[config.mk]
export PLATFORM = sky130hd
export DESIGN_NAME = qlm_decide
export DESIGN_NICKNAME = d
export VERILOG_FILES = /design/src/qlm_pkg.sv /design/src/qlm_decide.sv
export SDC_FILE = /design/constraint.sdc
export NUM_CORES = 1
export LEC_CHECK = 0
export BUFFER_PORTS_ARGS = -buffer_cell sky130_fd_sc_hd__buf_2
export CORE_AREA = 4 4 49 84
export DETAILED_ROUTE_END_ITERATION = 10
export DIE_AREA = 0 0 53 88
export RECOVER_POWER = 100
export REMOVE_ABC_BUFFERS = 1
export SLEW_MARGIN = 10
export SYNTH_ARGS = -nofsm -noshare
export SYNTH_HDL_FRONTEND = slang
export SYNTH_SLANG_ARGS = --single-unit
[constraint.sdc]
create_clock -name vclk -period 2.44
set_input_delay 0.488 -clock vclk [all_inputs]
set_output_delay 0.488 -clock vclk [all_outputs]
set_load 0.05 [all_outputs]
[src/qlm_pkg.sv]
// Package for the queued lock manager: codes, types and default sizes.
`timescale 1ns / 1ps

package qlm_pkg;

  localparam int KIND_W   = 2;
  localparam int IDX_W    = 6;
  localparam int NODE_W   = 5;
  localparam int STATUS_W = 3;

  localparam int DEF_NUM_LOCKS = 64;
  localparam int DEF_MAX_NODES = 32;
  localparam int DEF_SEQ_BITS  = 32;

  typedef enum logic [KIND_W-1:0] {
    KIND_INIT   = 2'd0,
    KIND_LOCK   = 2'd1,
    KIND_UNLOCK = 2'd2,
    KIND_NOP    = 2'd3
  } kind_t;

  typedef enum logic [STATUS_W-1:0] {
    STS_OK        = 3'd0,
    STS_QUEUED    = 3'd1,
    STS_UNKNOWN   = 3'd2,
    STS_NOT_OWNER = 3'd3,
    STS_NOT_HELD  = 3'd4,
    STS_FULL      = 3'd5
  } status_t;

  typedef enum logic [1:0] {
    S_CLEAR,
    S_IDLE,
    S_LOOK,
    S_DEQ
  } state_t;

  // Decision for one request, from the decide logic to the sequencer
  typedef struct packed {
    status_t status;
    logic    send;
    logic    tbl_we;
    logic    q_we;
    logic    q_re;
    logic    from_waiter;
  } dec_t;

endpackage

[src/qlm_decide.sv]
// Request decision: status, table update and queue access for one lock entry.
`timescale 1ns / 1ps

module qlm_decide #(
  parameter int  MAX_NODES = qlm_pkg::DEF_MAX_NODES,
  localparam int HD_W      = $clog2(MAX_NODES),
  localparam int CT_W      = $clog2(MAX_NODES + 1)
) (
  input  logic                     deq_phase,
  input  qlm_pkg::kind_t           req_kind,
  input  logic                     req_idx_ok,
  input  logic [qlm_pkg::NODE_W-1:0] req_node,
  input  logic                     ent_exists,
  input  logic                     ent_held,
  input  logic [qlm_pkg::NODE_W-1:0] ent_owner,
  input  logic [HD_W-1:0]          ent_head,
  input  logic [CT_W-1:0]          ent_count,
  input  logic [qlm_pkg::NODE_W-1:0] waiter_node,
  output qlm_pkg::dec_t            dec,
  output logic                     new_exists,
  output logic                     new_held,
  output logic [qlm_pkg::NODE_W-1:0] new_owner,
  output logic [HD_W-1:0]          new_head,
  output logic [CT_W-1:0]          new_count,
  output logic [HD_W-1:0]          slot
);

  import qlm_pkg::*;

  localparam int SUM_W = CT_W + 1;

  logic [SUM_W-1:0] tail_sum;
  logic [HD_W-1:0]  push_slot;
  logic [HD_W:0]    head_inc;
  logic [HD_W-1:0]  head_next;
  logic             q_full;
  logic             q_empty;

  // Tail slot wraps once at most: head is below the depth and count at most equal to it
  assign tail_sum  = SUM_W'(ent_head) + SUM_W'(ent_count);
  assign push_slot = (tail_sum >= SUM_W'(MAX_NODES)) ?
                     HD_W'(tail_sum - SUM_W'(MAX_NODES)) : HD_W'(tail_sum);
  assign head_inc  = (HD_W + 1)'(ent_head) + (HD_W + 1)'(1);
  assign head_next = (head_inc == (HD_W + 1)'(MAX_NODES)) ? '0 : HD_W'(head_inc);
  assign q_full    = (ent_count >= CT_W'(MAX_NODES));
  assign q_empty   = (ent_count == '0);
  assign slot      = (req_kind == KIND_LOCK) ? push_slot : ent_head;

  always_comb begin
    dec         = '{status: STS_OK, send: 1'b0, tbl_we: 1'b0, q_we: 1'b0,
                    q_re: 1'b0, from_waiter: 1'b0};
    new_exists  = ent_exists;
    new_held    = ent_held;
    new_owner   = ent_owner;
    new_head    = ent_head;
    new_count   = ent_count;

    if (deq_phase) begin
      // Hand-over to the oldest waiter
      dec.send        = 1'b1;
      dec.from_waiter = 1'b1;
      dec.tbl_we      = 1'b1;
      new_owner       = waiter_node;
      new_head        = head_next;
      new_count       = ent_count - CT_W'(1);
    end else begin
      unique case (req_kind)
        KIND_NOP: begin
          dec.status = STS_OK;
        end
        KIND_INIT: begin
          priority if (!req_idx_ok) begin
            dec.status = STS_UNKNOWN;
          end else begin
            dec.send = 1'b1;
            if (!ent_exists) begin
              dec.tbl_we = 1'b1;
              new_exists = 1'b1;
              new_held   = 1'b0;
              new_owner  = '0;
              new_head   = '0;
              new_count  = '0;
            end
          end
        end
        KIND_LOCK: begin
          priority if (!req_idx_ok || !ent_exists) begin
            dec.status = STS_UNKNOWN;
          end else if (!ent_held) begin
            dec.send   = 1'b1;
            dec.tbl_we = 1'b1;
            new_held   = 1'b1;
            new_owner  = req_node;
          end else if (q_full) begin
            dec.status = STS_FULL;
          end else begin
            dec.status = STS_QUEUED;
            dec.q_we   = 1'b1;
            dec.tbl_we = 1'b1;
            new_count  = ent_count + CT_W'(1);
          end
        end
        KIND_UNLOCK: begin
          priority if (!req_idx_ok || !ent_exists) begin
            dec.status = STS_UNKNOWN;
          end else if (ent_owner != req_node) begin
            dec.status = STS_NOT_OWNER;
          end else if (!ent_held) begin
            dec.status = STS_NOT_HELD;
          end else if (q_empty) begin
            dec.tbl_we = 1'b1;
            new_held   = 1'b0;
          end else begin
            // Fetch the head waiter; the result is decided in the dequeue phase
            dec.q_re = 1'b1;
          end
        end
        default: begin
          dec.status = STS_OK;
        end
      endcase
    end
  end

endmodule
==> impl_metrics.py <==
metrics = {
    "run_status": {
        "status": "finished with violations",
        "failed_checks": "setup timing",
    },
    "timing": {
        "drv_slew": 0,
        "fmax_ghz": 0.400,
        "period_share_pct": 102,
        "finalCriticalPeriod_ns": 2.50,
        "finalHoldViolCount": 0,
        "slew_headroom_pct": 59.8,
        "setup_viol": 1,
        "worstMarginPinSlew_ns": 0.605,
        "rsz0062_at_grt": "true",
        "setup_slack_ns": -0.0571,
    },
    "logic_synthesis": {
        "synth_top_family_by_area": "compound AO/OA/AOI/OAI gates",
        "yosys.area_share.adder_pct": 11.2,
        "synth.area.top_cells": "ha_1 (9.3%), o21ai_0 (8.4%), nand2_1 (6.3%)",
        "synth_area_um2": 1080,
        "synth_xor_area_share_pct": 8.14,
        "syn-instance-count": 166,
        "syn_area_per_cell_um2": 6.48,
        "yosysUniqueCellTypes": 54,
        "ys_seq_area_share_pct": 0,
        "synth_top_area_share_pct": 9.30,
        "synth.area.mux_share_pct": 0.930,
        "yosys_warnings": 0,
        "synth_top_cell_by_area": "ha_1",
        "synth_compound_area_share_pct": 39.3,
        "synth_commonest_cells": "nand2_1 (18), o21ai_0 (18), inv_1 (12)",
        "synth_simple_gate_area_share_pct": 30.1,
    },
    "setup_path": {
        "crit_slowest_cell": "or4_4",
        "critPathMaxFanout": 4,
        "worstSetupStartpointType": "primary input",
        "worst_path_largest_cell_delay_ns": 0.43,
        "crit_start": "ent_count[1]",
        "cp-end-kind": "output port",
        "required_ns": 1.95,
        "critPathKind": "in2out",
        "arrival_ns": 2.01,
        "crit_chain": "buf_6, inv_4, ha_4, or3b_4, or4_4, nor3_4, o211ai_1, buf_4",
    },
    "cts": {
        "cts_hold_buffers": 0,
    },
    "run": {
        "drv_cap": 0,
    },
    "floorplan": {
        "dieArea_um2": 4660,
        "die_height_um": 88,
        "coreArea_um2": 3400,
        "dieWidth_um": 53,
        "io_pins": 63,
        "initial_core_util_pct": 31.7,
        "fp-row-count": 28,
    },
    "detailed_routing": {
        "drtPass1Iterations": 4,
        "wl_um": 4150,
        "routedWlPerCell_um": 14.5,
        "drtIter0Drc": 31,
        "vias": 1546,
        "viasPerCell": 5.41,
        "antenna_left": 0,
        "drc": 0,
    },
    "cells_and_area": {
        "antenna_cells": 0,
        "final_cells": 286,
        "clockBufferCount": 0,
        "drive_gt1_share_pct": 39.4,
        "seqCellArea_um2": 0,
        "final_util_pct": 48.6,
        "area_growth_syn_to_layout_pct": 53.4,
        "nFlopsAndLatches": 0,
        "nets": 284,
    },
    "hold_path": {
        "worstHoldPathType": "in2out",
        "hold_start": "waiter_node[1]",
    },
    "global_route": {
        "grt_overflow": 0,
        "grt_pass1_wl_um": 6270,
        "grtUsageTotal_pct": 16.8,
        "grt_max_degree": 31,
        "antenna_found_initial": 0,
        "grt_pass1_vias": 1436,
    },
    "place": {
        "port_buffers": 63,
        "dp_hpwl_um": 3350,
        "placedCellCount": 285,
        "place_congestion": 0.783,
    },
    "pwr": {
        "internal_power_uw": 143,
        "ir_drop_mv": 0.133,
        "power.density_nw_per_um2": 259,
        "clkPwrFrac_pct": 0,
        "p_sw_share_pct": 66.5,
        "switching_power_uw": 284,
        "power_frac_seq_pct": 0,
        "combPwrFrac_pct": 100.0,
        "leakagePower_nw": 0.781,
    },
}
per-stage QoR:
stage               cell area, um2  setup TNS [ns]  hold slack, ns  setup WS (ns)  power [mW]
global route                  1650          -0.271            1.40         -0.103       0.458
detailed placement            1560          -0.528            1.39         -0.202       0.405
finish                        1650         -0.0571            1.39        -0.0571       0.427
CTS                           1610          -0.166            1.39         -0.152       0.418
global placement              1560          -0.418            1.39         -0.160       0.404
floorplan                     1010           -4.84           0.976          -1.06       0.254
cell families (layout without fill, tap and decap cells):
family          Yosys count  after routing
compound gates           62             62
xor+xnor                 10             10
fa+ha+maj                 9              9
buf+inv                  23             98
mux                       1              1
simple gates             61             61
power by group through the flow:
stage | Clock, mW | Sequential [mW] | Combinational, mW
after floorplan | 0 | 0 | 0.254
after global placement | 0 | 0 | 0.404
after detailed placement | 0 | 0 | 0.405
after CTS | 0 | 0 | 0.418
after global routing | 0 | 0 | 0.458
final | 0 | 0 | 0.427
routing by layer:
metal / vias to the layer above / global-route usage (%) / part of all wire [%]
li1: 776 / - / -
met5: - / 0 / 0
met3: 6 / 1.02 / 4.7
met2: 45 / 34.3 / 57
met4: 0 / 3.26 / 1.8
met1: 719 / 17.8 / 36
repair_timing:
action | CTS | global route
setup buffers | 1 | 0
endpoints found under the setup margin | 3 | 6
resized for setup | 15 | 17
pin swaps | 3 | 6
critical path, delay by kind of cell:
kind                     cells  cell delay, ns
buffers and inverters        3            0.36
adder cells (fa/ha/maj)      1            0.12
AND/OR/NAND/NOR              3            0.94
AO/OA/AOI/OAI                1            0.09
final cells by class:
type	instances	area (um2)
fillers	395	1750
inverters	12	50.0
repair buffers	86	528
well taps	45	56.3
multi-input cells	143	1020
layout by cell type (no fill, tap or decap), drive strengths merged, types with 2 or more instances in the layout:
cell type / instances
o311ai: 3
and3: 3
a211oi: 4
nor3: 6
or2: 2
and2: 2
a31oi: 2
inv: 12
o21ai: 19
a21oi: 9
nand3: 3
ha: 8
nor2: 10
buf: 64
nand4: 3
o2111ai: 2
o211ai: 2
nor2b: 4
clkbuf: 22
a2bb2oi: 5
o21a: 2
or4: 3
xor2: 3
nand2: 18
xnor2: 7
worst paths after layout:
kind  cells after the start            to  slack (ns)
min                       3  new_owner[1]        1.39
max                       8      new_held       -0.06
(Power assumes the default switching activity.)
