File: src/qlm_ram.sv
// Generic single-port-write, single-port-read RAM with registered read data.
`timescale 1ns / 1ps

module qlm_ram #(
  parameter int WIDTH = 8,
  parameter int DEPTH = 16,
  localparam int AW   = (DEPTH > 1) ? $clog2(DEPTH) : 1
) (
  input  logic             clk,
  input  logic             we,
  input  logic [AW-1:0]    waddr,
  input  logic [WIDTH-1:0] wdata,
  input  logic             re,
  input  logic [AW-1:0]    raddr,
  output logic [WIDTH-1:0] rdata
);

  logic [WIDTH-1:0] mem [DEPTH];
  logic [WIDTH-1:0] rdata_r;

  always_ff @(posedge clk) begin
    if (we) begin
      mem[waddr] <= wdata;
    end
    if (re) begin
      rdata_r <= mem[raddr];
    end
  end

  assign rdata = rdata_r;

endmodule

File: config.mk
export PLATFORM = sky130hd
export DESIGN_NAME = qlm_ram
export DESIGN_NICKNAME = d
export VERILOG_FILES = /design/src/qlm_ram.sv
export SDC_FILE = /design/constraint.sdc
export NUM_CORES = 1
export LEC_CHECK = 0
export ABC_CLOCK_PERIOD_IN_PS = 1850
export BUFFER_PORTS_ARGS = -buffer_cell sky130_fd_sc_hd__buf_2
export CAP_MARGIN = 10
export CORE_AREA = 2 2 102 104
export DETAILED_ROUTE_END_ITERATION = 8
export DIE_AREA = 0 0 104 106
export GPL_TIMING_DRIVEN = 1
export PLACE_DENSITY = 0.69
export SYNTH_ARGS = -nofsm -noshare
export SYNTH_HDL_FRONTEND = slang
export SYNTH_SLANG_ARGS = --single-unit
File: constraint.sdc
create_clock -name clk -period 1.85 [get_ports clk]
set_input_delay 0.37 -clock clk [delete_from_list [all_inputs] [get_ports clk]]
set_output_delay 0.37 -clock clk [all_outputs]
set_load 0.01 [all_outputs]
==> results.md, run 1 <==
- The flow ran to the end, and the final reports show no timing, DRC or antenna violations.
- The post-place instance area is about 5600 sq um.
- The synthesized net count is 248.
- The number of flops mapped to enable cells by yosys is 136.
- The dominant synthesized flop cell is edfxtp_1.
- The share of total power dissipated in the clock network is a little under half.
- The number of antenna diodes in the final layout is 0.
- The worst-case IR drop observed on VDD is 572 uV.
- Ranked by total cell area, the synthesized netlist is headed by edfxtp_1 78%, mux4_2 7.8%, mux4_1 7.0%, a22oi_1 2.3%, nor2_1 0.93%.
- The critical path starts at mem[3][6].
- The wire length of the first global-routing pass is approximately 15000 um.
- The critical path is of the reg -> reg type.
- The final number of setup-violating endpoints is 0.
- TritonCTS created 17 clock buffers.
- Using the TritonRoute via totals, the vias-per-cell ratio works out to 5.60.
- The count of antenna-violating nets left after detailed routing is 0.
- The top routing layer in use is met4.
- The average cell area after synthesis is 22.8 sq um.
- The routed design uses approximately 4800 um of met2 wire.
- Of the cells placed in the final design, the portion with a size suffix greater than 1 is 33.0%.
- The largest clock skew in the final design is 0.00541 ns.
- In this run the number of H-tree levels came out at 4.
- The endpoint of the most critical register-to-register path is rdata[6].
- Of the total synthesized cell area, the portion taken by XOR and XNOR cells is 0%.
- The pin count of the biggest net entering global routing is 33.
- Setup repair after global routing left no endpoint under its margin.
- The nature of the critical path endpoint is a register.
- The number of cells on the worst hold path is 1.
- Synthesis inferred around 140 register bits.
- The sequential cell fraction of total power is 49.8%.
- The mapped netlist covers 5230 sq um.
- At the end of the flow, the number of nets in the layout was 306.
- The total length of routed wires is about 9400 um.
- Summing all non-filler instances in the final layout gives an area of 6220 sq um.
- Clock tree synthesis selected as its root buffer the cell clkbuf_8.
- The maximum clock frequency is between 600 and 700 MHz.
- The analysis attributes to net switching a power of 0.00137 W.
- The via count of the first global-routing pass came to roughly 2600.
- The initial antenna violation count came to 0.
- Clock-pin slew was measured on the worst setup and hold paths at 0.06 ns.
- Measured along the y axis, the die boundary spans 106 um.
- No sink is reached through more buffers than the 2 on the longest clock path.
- The overall routing resource usage is about a fifth.
- On the worst path, the slowest cell contributes a delay of ~0.5 ns.
- The power density relative to cell area is 1130 nW/um^2.
- The first detailed-routing pass took 4 iterations.
- The multiplexer fraction of the synthesized cell area is 14.8%.
- For the pin with the worst max-slew slack, the measured transition is ~0.37 ns.
- The proportion of synthesized chip area in sequential cells is 78.1%.
- The HPWL reported at the end of detailed placement is around 6000 um.
- The total length of routed met3 wires is around 620 um.
- The simple-gate area share of the yosys netlist is 3.14%.
- The cell accounting for the most synthesized area is edfxtp_1.
- After clock tree synthesis, the setup repair step added 0 buffers.
- The clock tree from TritonCTS is built.
- The wire length per cell is 21.6 um.
- The detailed-routing wirelength on met1 is 3840 um.
- The complex-gate fraction of the synthesized area is 2.30%.
- The number of different library cells used by synthesis comes to 18.
- The number of buffers inserted for hold repair after clock tree synthesis is 0.
- The setup slack of the critical path after layout is between 0.3 and 0.4 ns.
- The worst hold slack across all endpoints is approximately 0.23 ns.
- Relative to the synthesized area, the layout overhead comes to 19.0%.
- The max-slew violation count came to 0.
- In this run the worst path has a maximum fanout of 1.
- The tightest min-delay check is of the in -> reg type.
- The tree built by TritonCTS fans out to 136 sinks.
- The most frequent cell after synthesis is edfxtp_1.
- The count of placed standard cells including taps is 404.
- At the worst endpoint, the arrival time is 1.80 ns.
- The clock reaches the later pin of the worst-skew pair after 0.51 ns.
- Synthesis produced a netlist whose cell count is between 200 and 250.
- The worst register-to-register path has a setup slack of 0.31 ns.
- The data required time of the critical path is between 2 and 2.5 ns.
- The routability congestion estimate from global placement is 0.735.
- The critical register-to-register path startpoint is mem[3][6].
- The cell-internal power is 0.00564 W.
- Measured against its own limit, the worst slew margin works out to 75.3%.
- The startpoint type of the worst setup path is a register.
- The floorplan row count is 37.
- The final-layout setup total negative slack is 0 ns.
- The total of warnings raised by yosys is 0.
- Gates resized during post-CTS repair numbered 0.
- The startpoint of the most critical hold path is wdata[1].
- The via count is 2440.
- After floorplanning, the core was sized to cover between 9000 and 10000 sq um.
- The endpoint of the worst hold path is mem[12][1].
- The slowest stage of the critical path belongs to the cell mux4_2.
- For this design the top-level I/O count stands at 27.
- For this design the static power due to leakage is 2.11 nW.
- Max-cap violations in this run came to 0.
- The post-route fraction of the period consumed by the critical path is between 80% and 90%.
- The overall die area is 11000 sq um.
- The commonest cells after synthesis are 136 x edfxtp_1, 18 x mux4_2, 16 x a22oi_1.
- The fraction of power consumed by combinational cells is 4.6%.
- Counting cells, the worst reg-to-reg path comes to 4.
- The area share of the largest cell type after synthesis is 78.1%.
- Of all flip-flops after synthesis, the portion carrying an async set or reset was 0%.
- The post-synthesis share of cell area spent on full adders, half adders and majority gates is 0%.
- The combinational family with the most area after synthesis is multiplexers.
- The worst path needs 1.54 ns of the cycle, external delays included.
- The count of endpoints failing hold in the final timing report is 0.
- The horizontal extent of the die is about 100 um.
- For this configuration, the core starts out at a cell density of 52.3%.
- The placement-stage worst setup slack is -0.0931 ns.
- The global-route congestion overflow total is 0.
- In the routed design, unresolved DRC markers number 0.
- During placement, the flow inserted port buffers numbering 26.
- Net switching is 19.5% of the power.
- Traced cell by cell, the critical path runs through mux4_2, a22oi_1, buf_4, nand2_1.
- The final standard cell count with taps included and fillers excluded is 436.
- The first routing iteration left 248 violations.
placed cells by master (no fill, tap or decap):
cell          n
and2_1        1
or3b_2        1
and2b_1       1
clkinvlp_4    5
clkbuf_8      1
mux4_1       14
nor2b_1       1
edfxtp_1    136
buf_12        2
bufinv_16     3
nand3b_1      2
clkbuf_16    16
nand2b_1      2
buf_2        26
buf_4        21
clkinv_2      5
nor3_1        3
nand2_1       9
a22oi_1      16
nand3_1       1
mux4_2       18
nor2_1       13
nor3_2        1
clkinv_1      2
stage by stage:
stage	util (%)	power [W]
2_1_floorplan	-	0.00373
3_3_place_gp	56.4	0.00387
3_5_place_dp	56.4	0.00388
4_1_cts	62.2	0.00706
5_1_grt	62.2	0.00722
6_report	62.2	0.00701
worst max-delay path: cells and delay by family (launching register included):
kind	cells	cell delay (ns)
AO/OA/AOI/OAI	1	0.23
buffers and inverters	1	0.16
AND/OR/NAND/NOR	1	0.04
multiplexers	1	0.49
flip-flops	1	0.37
sequential cells by signal (all words and copies together) (netlist names):
signal and flops:
mem 128, rdata 8
how the worst max path moves through the flow:
stage          slack [ns]       end
6_report             0.31  rdata[6]
5_1_grt              0.27  rdata[6]
4_1_cts              0.31  rdata[6]
3_5_place_dp        -0.09  rdata[1]
3_3_place_gp        -0.08  rdata[2]
2_1_floorplan        0.20  rdata[1]
cell type report:
type                            instances  area, sq um
Clock buffer                           17          414
Clock inverter                         15          160
Fill cell                             691         3780
Multi-Input combinational cell         83         1060
Sequential cell                       136         4080
Tap cell                              136          170
Timing Repair Buffer                   49          328
cell families (layout without fill, tap and decap cells):
| logic type | Yosys count | count (layout) |
|---|---|---|
| AOI/OAI and AO/OA | 16 | 16 |
| buffers and inverters | 10 | 81 |
| and+or+nand+nor | 35 | 35 |
| muxes | 32 | 32 |
| DFF | 136 | 136 |
power groups by stage:
stage	clock network [W]	logic (W)	registers [W]
finish	0.00319	0.000322	0.00349
CTS	0.00324	0.000330	0.00349
detailed placement	0	0.000328	0.00356
global route	0.00338	0.000352	0.00350
global placement	0	0.000322	0.00355
floorplan	0	0.000175	0.00356
routing by layer:
metal  up-vias  track usage, %
li1       1100               -
met1      1242            25.0
met2        85            29.7
met3        13            5.58
met4         0            8.88
met5         -               0
No activity file was read; power rests on OpenSTA's default activity.
==> inputs of run 2 (changes only) <==
==> config.mk (replaced) <==
export PLATFORM = sky130hd
export DESIGN_NAME = qlm_ram
export DESIGN_NICKNAME = d
export VERILOG_FILES = /design/src/qlm_ram.sv
export SDC_FILE = /design/constraint.sdc
export NUM_CORES = 1
export LEC_CHECK = 0
export ABC_CLOCK_PERIOD_IN_PS = 1600
export BUFFER_PORTS_ARGS = -buffer_cell sky130_fd_sc_hd__buf_2
export CAP_MARGIN = 10
export CORE_AREA = 2 2 97 99
export DETAILED_ROUTE_END_ITERATION = 8
export DIE_AREA = 0 0 99 101
export GPL_TIMING_DRIVEN = 1
export PLACE_DENSITY = 0.73
export SYNTH_ARGS = -nofsm -noshare
export SYNTH_HDL_FRONTEND = slang
export SYNTH_SLANG_ARGS = --single-unit
==> constraint.sdc (replaced) <==
create_clock -name clk -period 1.6 [get_ports clk]
set_input_delay 0.32 -clock clk [delete_from_list [all_inputs] [get_ports clk]]
set_output_delay 0.32 -clock clk [all_outputs]
set_load 0.01 [all_outputs]
==> run 2 against run 1 <==
Sequential share of layout area is 0.71 points higher. Non-clock buffer count is 2 higher. Cell count is 5.3% lower. Clock skew hardly changed. Setup slack worse by 0.19 ns. Utilization is 6.3 points higher. Global-route usage is 1.3 points higher. Count of clock-buffer cells in the layout is 4 higher. Worst hold slack worse by 0.039 ns. Die area is 9.3% lower. Clock power is 4% higher. Register-to-register slack worse by 0.19 ns. Critical path type unchanged.
==> results.md, run 2 (same netlist as run 1, synthesis figures left out) <==
- After layout, the worst setup slack is 0.125 ns.
- The critical path runs through a total of 3 cells.
- The initial utilization of the core area, before any placement, comes to 58.2%.
- For this block, the initial DRC count from the detailed router was 200.
- The number of maximum-capacitance constraint violations is 0.
- The wire length of the first global-routing pass is 14300 um.
- Of the cells placed in the final design, the portion with a size suffix greater than 1 is between 30% and 40%.
- The cell at the root of the clock tree is clkbuf_8.
- The clock passes through at most 2 buffers.
- The signal on the critical path passes through mux4_1, a22oi_1, nand2_1.
- The area used by multi-input combinational logic is 1060 sq um.
- The global-route congestion overflow total is 0.
- The number of top-level design ports is 27.
- The via count of the first global-routing pass is 2546.
- The switching power is around 0.0015 W.
- In the global route stage, overall resource usage came out at 20.4%.
- The horizontal extent of the die is 99 um.
- The sequential cell fraction of total power is between 50% and 60%.
- The source-to-sink clock delay at the later pin of the worst-skew pair is ~0.5 ns.
- Along the worst hold path, the cell count comes to 1.
- Entering global routing, the biggest net connects 27 pins.
- The placement-stage worst setup slack is -0.330 ns.
- The flow ran to the end, and the final reports show no timing, DRC or antenna violations.
- Once layout is done, the placed cells without fillers occupy ~6200 sq um.
- The die covers 10000 sq um.
- The category of the critical setup timing path is reg -> reg.
- The total length of routed wires is around 9300 um.
- The port buffer count is 26.
- In this run the worst hold path is classified as in -> reg.
- At the end of routability-driven placement, the weighted congestion stood at 0.749.
- Leaving out fill and tap cells, the most frequent cell in the layout is edfxtp_1.
- The growth of design area from synthesis to finish is 17.7%.
- Timing would allow up to 678 MHz.
- The startpoint type of the worst setup path is a register.
- The number of detailed-route iterations in the first pass is 5.
- The cell-internal power is 0.00621 W.
- The number of cells on the worst reg-to-reg path is 3.
- The register with the most flip-flops in the layout has about 130 of them.
- The post-place instance area is 5640 sq um.
- Setup repair after global routing left no endpoint under its margin.
- The initial antenna violation count is 0.
- The per-cell via count in the routed design is 6.09.
- The H-tree depth reported by CTS is 4.
- The clock net in this run drives a total of 136 sinks.
- The fraction of power consumed by the clock network is 43.0%.
- The number of antenna cells inserted is 0.
- The peak fanout along the critical path is 1.
- The final core utilization is between 60% and 70%.
- The total area inside the core boundary comes to 8980 sq um.
- The max-slew violation count is 0.
- The critical-path cell with the highest stage delay is mux4_1.
- The switching power share of the total is about a fifth.
- The critical path data arrival time is 1.72 ns.
- On the final layout, the worst clock skew is 0.00541 ns.
- Across all hold checks on the routed design, the worst slack comes to 0.193 ns.
- The number of clock buffers added by TritonCTS is 17.
- The combined buffer and inverter count along the critical path is 0.
- The detailed router placed between 2000 and 3000 vias in this run.
- The worst-case IR drop observed on VDD is ~520 uV.
- In the final layout, flip-flops and latches occupy a little over 4000 sq um.
- The power density relative to cell area is 1260 nW/um^2.
- Once detail routing completed, the nets flagged for antenna violations numbered 0.
- The wire length per cell is 22.6 um.
- The standby leakage power is 2.10 nW.
- The count of nets after finishing is 308.
- After layout, the worst path uses 92.2% of the clock period.
- The register bank with the most flops is mem.
- The floorplan row count is 35.
- The post-CTS setup-driven buffer insertion count is 0.
- The data required time of the critical path is ~1.9 ns.
- Setup violations remaining at the end of the flow were counted as 0.
- At the pin with the least slew margin, the transition time is approximately 0.73 ns.
- The cell class contributing the biggest share of worst-path delay is multiplexers.
- Combinational cells account for around 5% of the total power.
- TritonCTS built the clock tree.
- The die extent in y is just over 100 um.
- The number of buffers inserted for hold repair after clock tree synthesis is 0.
- The clock-pin slew on the worst setup and hold paths is 0.06 ns.
- After detailed routing, the number of remaining DRC violations is 0.
- The worst slew margin relative to its limit is 50.9%.
- The total design power is between 0.007 and 0.008 W.
- The count of endpoints failing hold in the final timing report is 0.
- The minimum period implied by the final worst setup slack is 1.47 ns.
- The total of fill cells in the finished design is 539.
- Gates resized during post-CTS repair numbered 0.
- On the worst path, the slowest cell contributes a delay of about 0.5 ns.
- The HPWL reported at the end of detailed placement is 6090 um.
- STA classifies the critical path endpoint as a register.
- Leaving out fill and tap cells, the most frequent cells in the layout are 136 x edfxtp_1, 26 x buf_2, 22 x buf_4.
==> run 2: changes by cell type in the layout (fill, tap and decap cells not counted) <==
cell        before  now
clkinvlp_4       5    2
buf_4           21   22
bufinv_16        3    1
clkinv_2         5    6
buf_12           2    3
clkbuf_1         0    4
==> run 2: worst register-to-register path: stages (launching register included) <==
cell      delay [ns]
edfxtp_1        0.38
mux4_1          0.51
a22oi_1         0.25
nand2_1         0.08
==> run 2: path summary, 6_finish.rpt <==
check	startpoint	endpoint	slack [ns]
hold reg to reg	mem[4][0]	rdata[0]	0.75
setup reg to reg	mem[8][2]	rdata[2]	0.13
hold / removal	wdata[3]	mem[5][3]	0.19
setup / recovery	mem[8][2]	rdata[2]	0.13
==> run 2: final cells by class <==
cell class                 instances  area share, %
multi-input combinational         83           17.3
clock buffer                      21           6.98
clock inverter                    11           1.34
timing repair buffer              51           5.78
tap                              111           2.26
sequential                       136           66.4
==> run 2: through the flow <==
stage	instances	setup TNS, ns
detailed placement	381	-1.84
floorplan	229	0
global placement	381	-1.73
finish	413	0
global route	413	0
CTS	413	0
==> run 2: power groups by stage <==
stage / Sequential, W / Combinational (W) / Clock (W)
2_1_floorplan: 0.00411 / 0.000205 / 0
3_3_place_gp: 0.00411 / 0.000375 / 0
3_5_place_dp: 0.00411 / 0.000386 / 0
4_1_cts: 0.00404 / 0.000385 / 0.00338
5_1_grt: 0.00404 / 0.000412 / 0.00353
6_report: 0.00404 / 0.000379 / 0.00333
==> run 2: routing by layer <==
layer / routed length, um / vias up / track usage, % / share of wire [%]
met5: 0 / - / 0 / 0
met4: 119 / 0 / 6.53 / 1.3
met3: 638 / 13 / 5.76 / 6.8
met2: 4890 / 102 / 33.4 / 52
met1: 3700 / 1301 / 27.0 / 40
li1: - / 1100 / - / -
==> inputs of run 3 (changes only) <==
--- a/config.mk
+++ b/config.mk
@@ -8,11 +8,11 @@
 export ABC_CLOCK_PERIOD_IN_PS = 1600
 export BUFFER_PORTS_ARGS = -buffer_cell sky130_fd_sc_hd__buf_2
 export CAP_MARGIN = 10
-export CORE_AREA = 2 2 97 99
+export CORE_AREA = 2 2 101 103
 export DETAILED_ROUTE_END_ITERATION = 8
-export DIE_AREA = 0 0 99 101
+export DIE_AREA = 0 0 103 105
 export GPL_TIMING_DRIVEN = 1
-export PLACE_DENSITY = 0.73
+export PLACE_DENSITY = 0.68
 export SYNTH_ARGS = -nofsm -noshare
 export SYNTH_HDL_FRONTEND = slang
 export SYNTH_SLANG_ARGS = --single-unit
==> run 3 against run 2 <==
Cell count increased by 5.3%. First-iteration DRC count down 22%. Total power up 12%. Global-route usage is 0.60 points lower. Die area increased by 8.2%. Largest cell class unchanged.
==> results.md, run 3 (same netlist as run 1, synthesis figures left out) <==
- The run finished with clean final reports.
- In the routed layout, each cell is associated on average with a via count of 5.61.
- The register with the most flip-flops in the layout has 128 of them.
- The endpoint identified for the worst register-to-register timing path is rdata[3].
- The total area of sequential cells is 4080 sq um.
- By startpoint and endpoint, the worst setup path is classified as reg -> reg.
- Summing over every cut layer, the via total after detailed routing is 2439.
- The critical path data arrival time is 1.80 ns.
- The peak fanout along the critical path is 1.
- The number of buffers created by CTS is 17.
- The HPWL reported at the end of detailed placement is 6200 um.
- The routability congestion estimate from global placement is between 0.8 and 0.9.
- For this design the total switching power over the nets is 0.00166 W.
- After clock tree synthesis, the clock-pin slew on the worst setup and hold paths is 0.06 ns.
- The die is 103 um wide.
- The overall die area is 10800 sq um.
- The initial utilization of the core area, before any placement, comes to a little over half.
- Sequential cells account for a little under half of the total power.
- The initial antenna violation count is 0.
- Based on the critical path, the design can be clocked at up to between 600 and 700 MHz.
- The source-to-sink clock delay at the later pin of the worst-skew pair is 0.51 ns.
- The tool flagged a number of max-cap violations equal to 0.
- The die extent in y is 105 um.
- The core region is 9640 sq um.
- The max-slew violation count is 0.
- In the layout the commonest cells are 136 x edfxtp_1, 26 x buf_2, 21 x buf_4.
- For this design, the CTS-stage hold fixing added 0 buffers.
- The proportion of layout cells with a drive suffix above 1 is about a third.
- The detailed router's first-iteration violation count is 157.
- In the final design database the tool counted 308 nets.
- The clock passes through at most 2 buffers.
- The via count of the first global-routing pass is roughly 2600.
- Setup repair after global routing left no endpoint under its margin.
- The first global-routing pass estimated between 10000 and 15000 um of wire.
- The tightest min-delay check is of the in -> reg type.
- The critical path starts at mem[0][3].
- The setup slack of the worst register-to-register path is about 0.062 ns.
- The post-route fraction of the period consumed by the critical path is 96.1%.
- The post-route cell area is 6340 sq um.
- The fraction of power consumed by the clock network is 49.2%.
- In this run the number of H-tree levels came out at 4.
- The CTS sink count is 136.
- The area used by multi-input combinational logic is 1060 sq um.
- The total of fill cells in the finished design is 641.
- The minimum period implied by the final worst setup slack is 1.54 ns.
- IR analysis of the VDD net gives a maximum drop of 772 uV.
- The critical path ends at rdata[3].
- The repair_antennas step left the layout with diodes totalling 0.
- The final number of setup-violating endpoints is 0.
- Once the clock tree was built, the setup fixing pass inserted 0 buffers.
- Counting flops per register, the top entry is mem.
- Once the clock tree was built, the resizer swapped 0 gates to a different size.
- The count of endpoints failing hold in the final timing report is 0.
- Data on the critical path is required at its endpoint by 1.86 ns.
- The final core utilization is 65.8%.
- The wire length per cell is 22.0 um.
- Leaving out fill and tap cells, the most frequent cell in the layout is edfxtp_1.
- The count of antenna-violating nets left after detailed routing is 0.
- The critical register-to-register path startpoint is mem[0][3].
- After detailed placement, the total cell area comes to about 5700 sq um.
- The number of cells on the worst reg-to-reg path is 3.
- The nature of the critical path endpoint is a register.
- The pre-antenna-repair detailed-routing pass consisted of 4 iterations.
- Net switching is 19.1% of the power.
- For the pin with the worst max-slew slack, the measured transition is 0.754 ns.
- The largest clock skew in the final design is 0.00505 ns.
- The DRC violation count after routing is 0.
- The floorplan row count is 36.
- The growth of design area from synthesis to finish is 21.3%.
- Summed over all layers, the routed wires come to 9560 um.
- STA classifies the critical path startpoint as a register.
- The global-route congestion overflow total is 0.
- The fraction of power consumed by combinational cells is between 4 and 5%.
- Across every metal layer, demand over resource in global routing totals between 10% and 20%.
- Internal power comes to 0.00704 W.
- The pin count of the biggest net entering global routing is 23.
- Pin placement for this block handled 27 I/O pins.
- The worst slew margin relative to its limit is a little under 50%.
- Dividing total power by cell area gives a power density of 1370 nW/um^2.
- The cell at the root of the clock tree is clkbuf_8.
- During placement, the flow inserted port buffers numbering 26.
- The standby leakage power is 2.18 nW.
- TritonCTS built the clock tree.
==> run 3: cell count changes in the layout (fill, tap and decap cells not counted) <==
cell       delta
bufinv_16     +5
clkinv_2      -5
clkbuf_1      -4
inv_6         +3
clkinv_4      +2
buf_12        +1
buf_4         -1
clkinv_1      -1
==> run 3: worst min path at each step <==
stage,endpoint,cells after the start,start
3_3_place_gp,mem[7][6],1,wdata[6]
6_report,mem[7][6],1,wdata[6]
5_1_grt,rdata[1],1,re
2_1_floorplan,mem[0][0],0,wdata[0]
3_5_place_dp,mem[7][6],1,wdata[6]
4_1_cts,mem[7][6],1,wdata[6]
==> run 3: cell type report <==
type	instances	area share (%)
multi-input combinational	83	16.7
tap	133	2.62
sequential	136	64.4
clock inverter	15	3.91
timing repair buffer	51	5.80
clock buffer	17	6.53
==> run 3: per-stage QoR <==
step | setup WS (ns) | total power (W) | instances | setup TNS (ns) | hold WS (ns)
2_1_floorplan | 0.00404 | 0.00432 | 229 | 0 | 0.419
3_3_place_gp | -0.298 | 0.00448 | 403 | -1.96 | 0.706
3_5_place_dp | -0.309 | 0.00450 | 403 | -1.96 | 0.716
4_1_cts | 0.0532 | 0.00875 | 435 | 0 | 0.172
5_1_grt | 0.00417 | 0.00894 | 435 | 0 | 0.178
6_report | 0.0624 | 0.00870 | 435 | 0 | 0.183
==> run 3: critical path, cell delays in order (launching register included) <==
cell	delay [ns]
edfxtp_1	0.39
mux4_1	0.51
a22oi_1	0.31
nand2_1	0.08
==> run 3: power groups by stage <==
| stage | logic [W] | registers [W] | clock network [W] |
|---|---|---|---|
| floorplan | 0.000205 | 0.00411 | 0 |
| global placement | 0.000376 | 0.00411 | 0 |
| detailed placement | 0.000386 | 0.00411 | 0 |
| CTS | 0.000389 | 0.00404 | 0.00433 |
| global route | 0.000419 | 0.00404 | 0.00448 |
| finish | 0.000381 | 0.00404 | 0.00428 |
==> run 3: layer usage <==
metal,part of all wire (%),wire (um),GRT usage (%),vias up
li1,-,-,-,1102
met1,42,3980,27.1,1245
met2,50,4780,30.8,74
met4,1.8,175,7.89,0
met5,0,0,0,-
met3,6.5,617,4.75,18
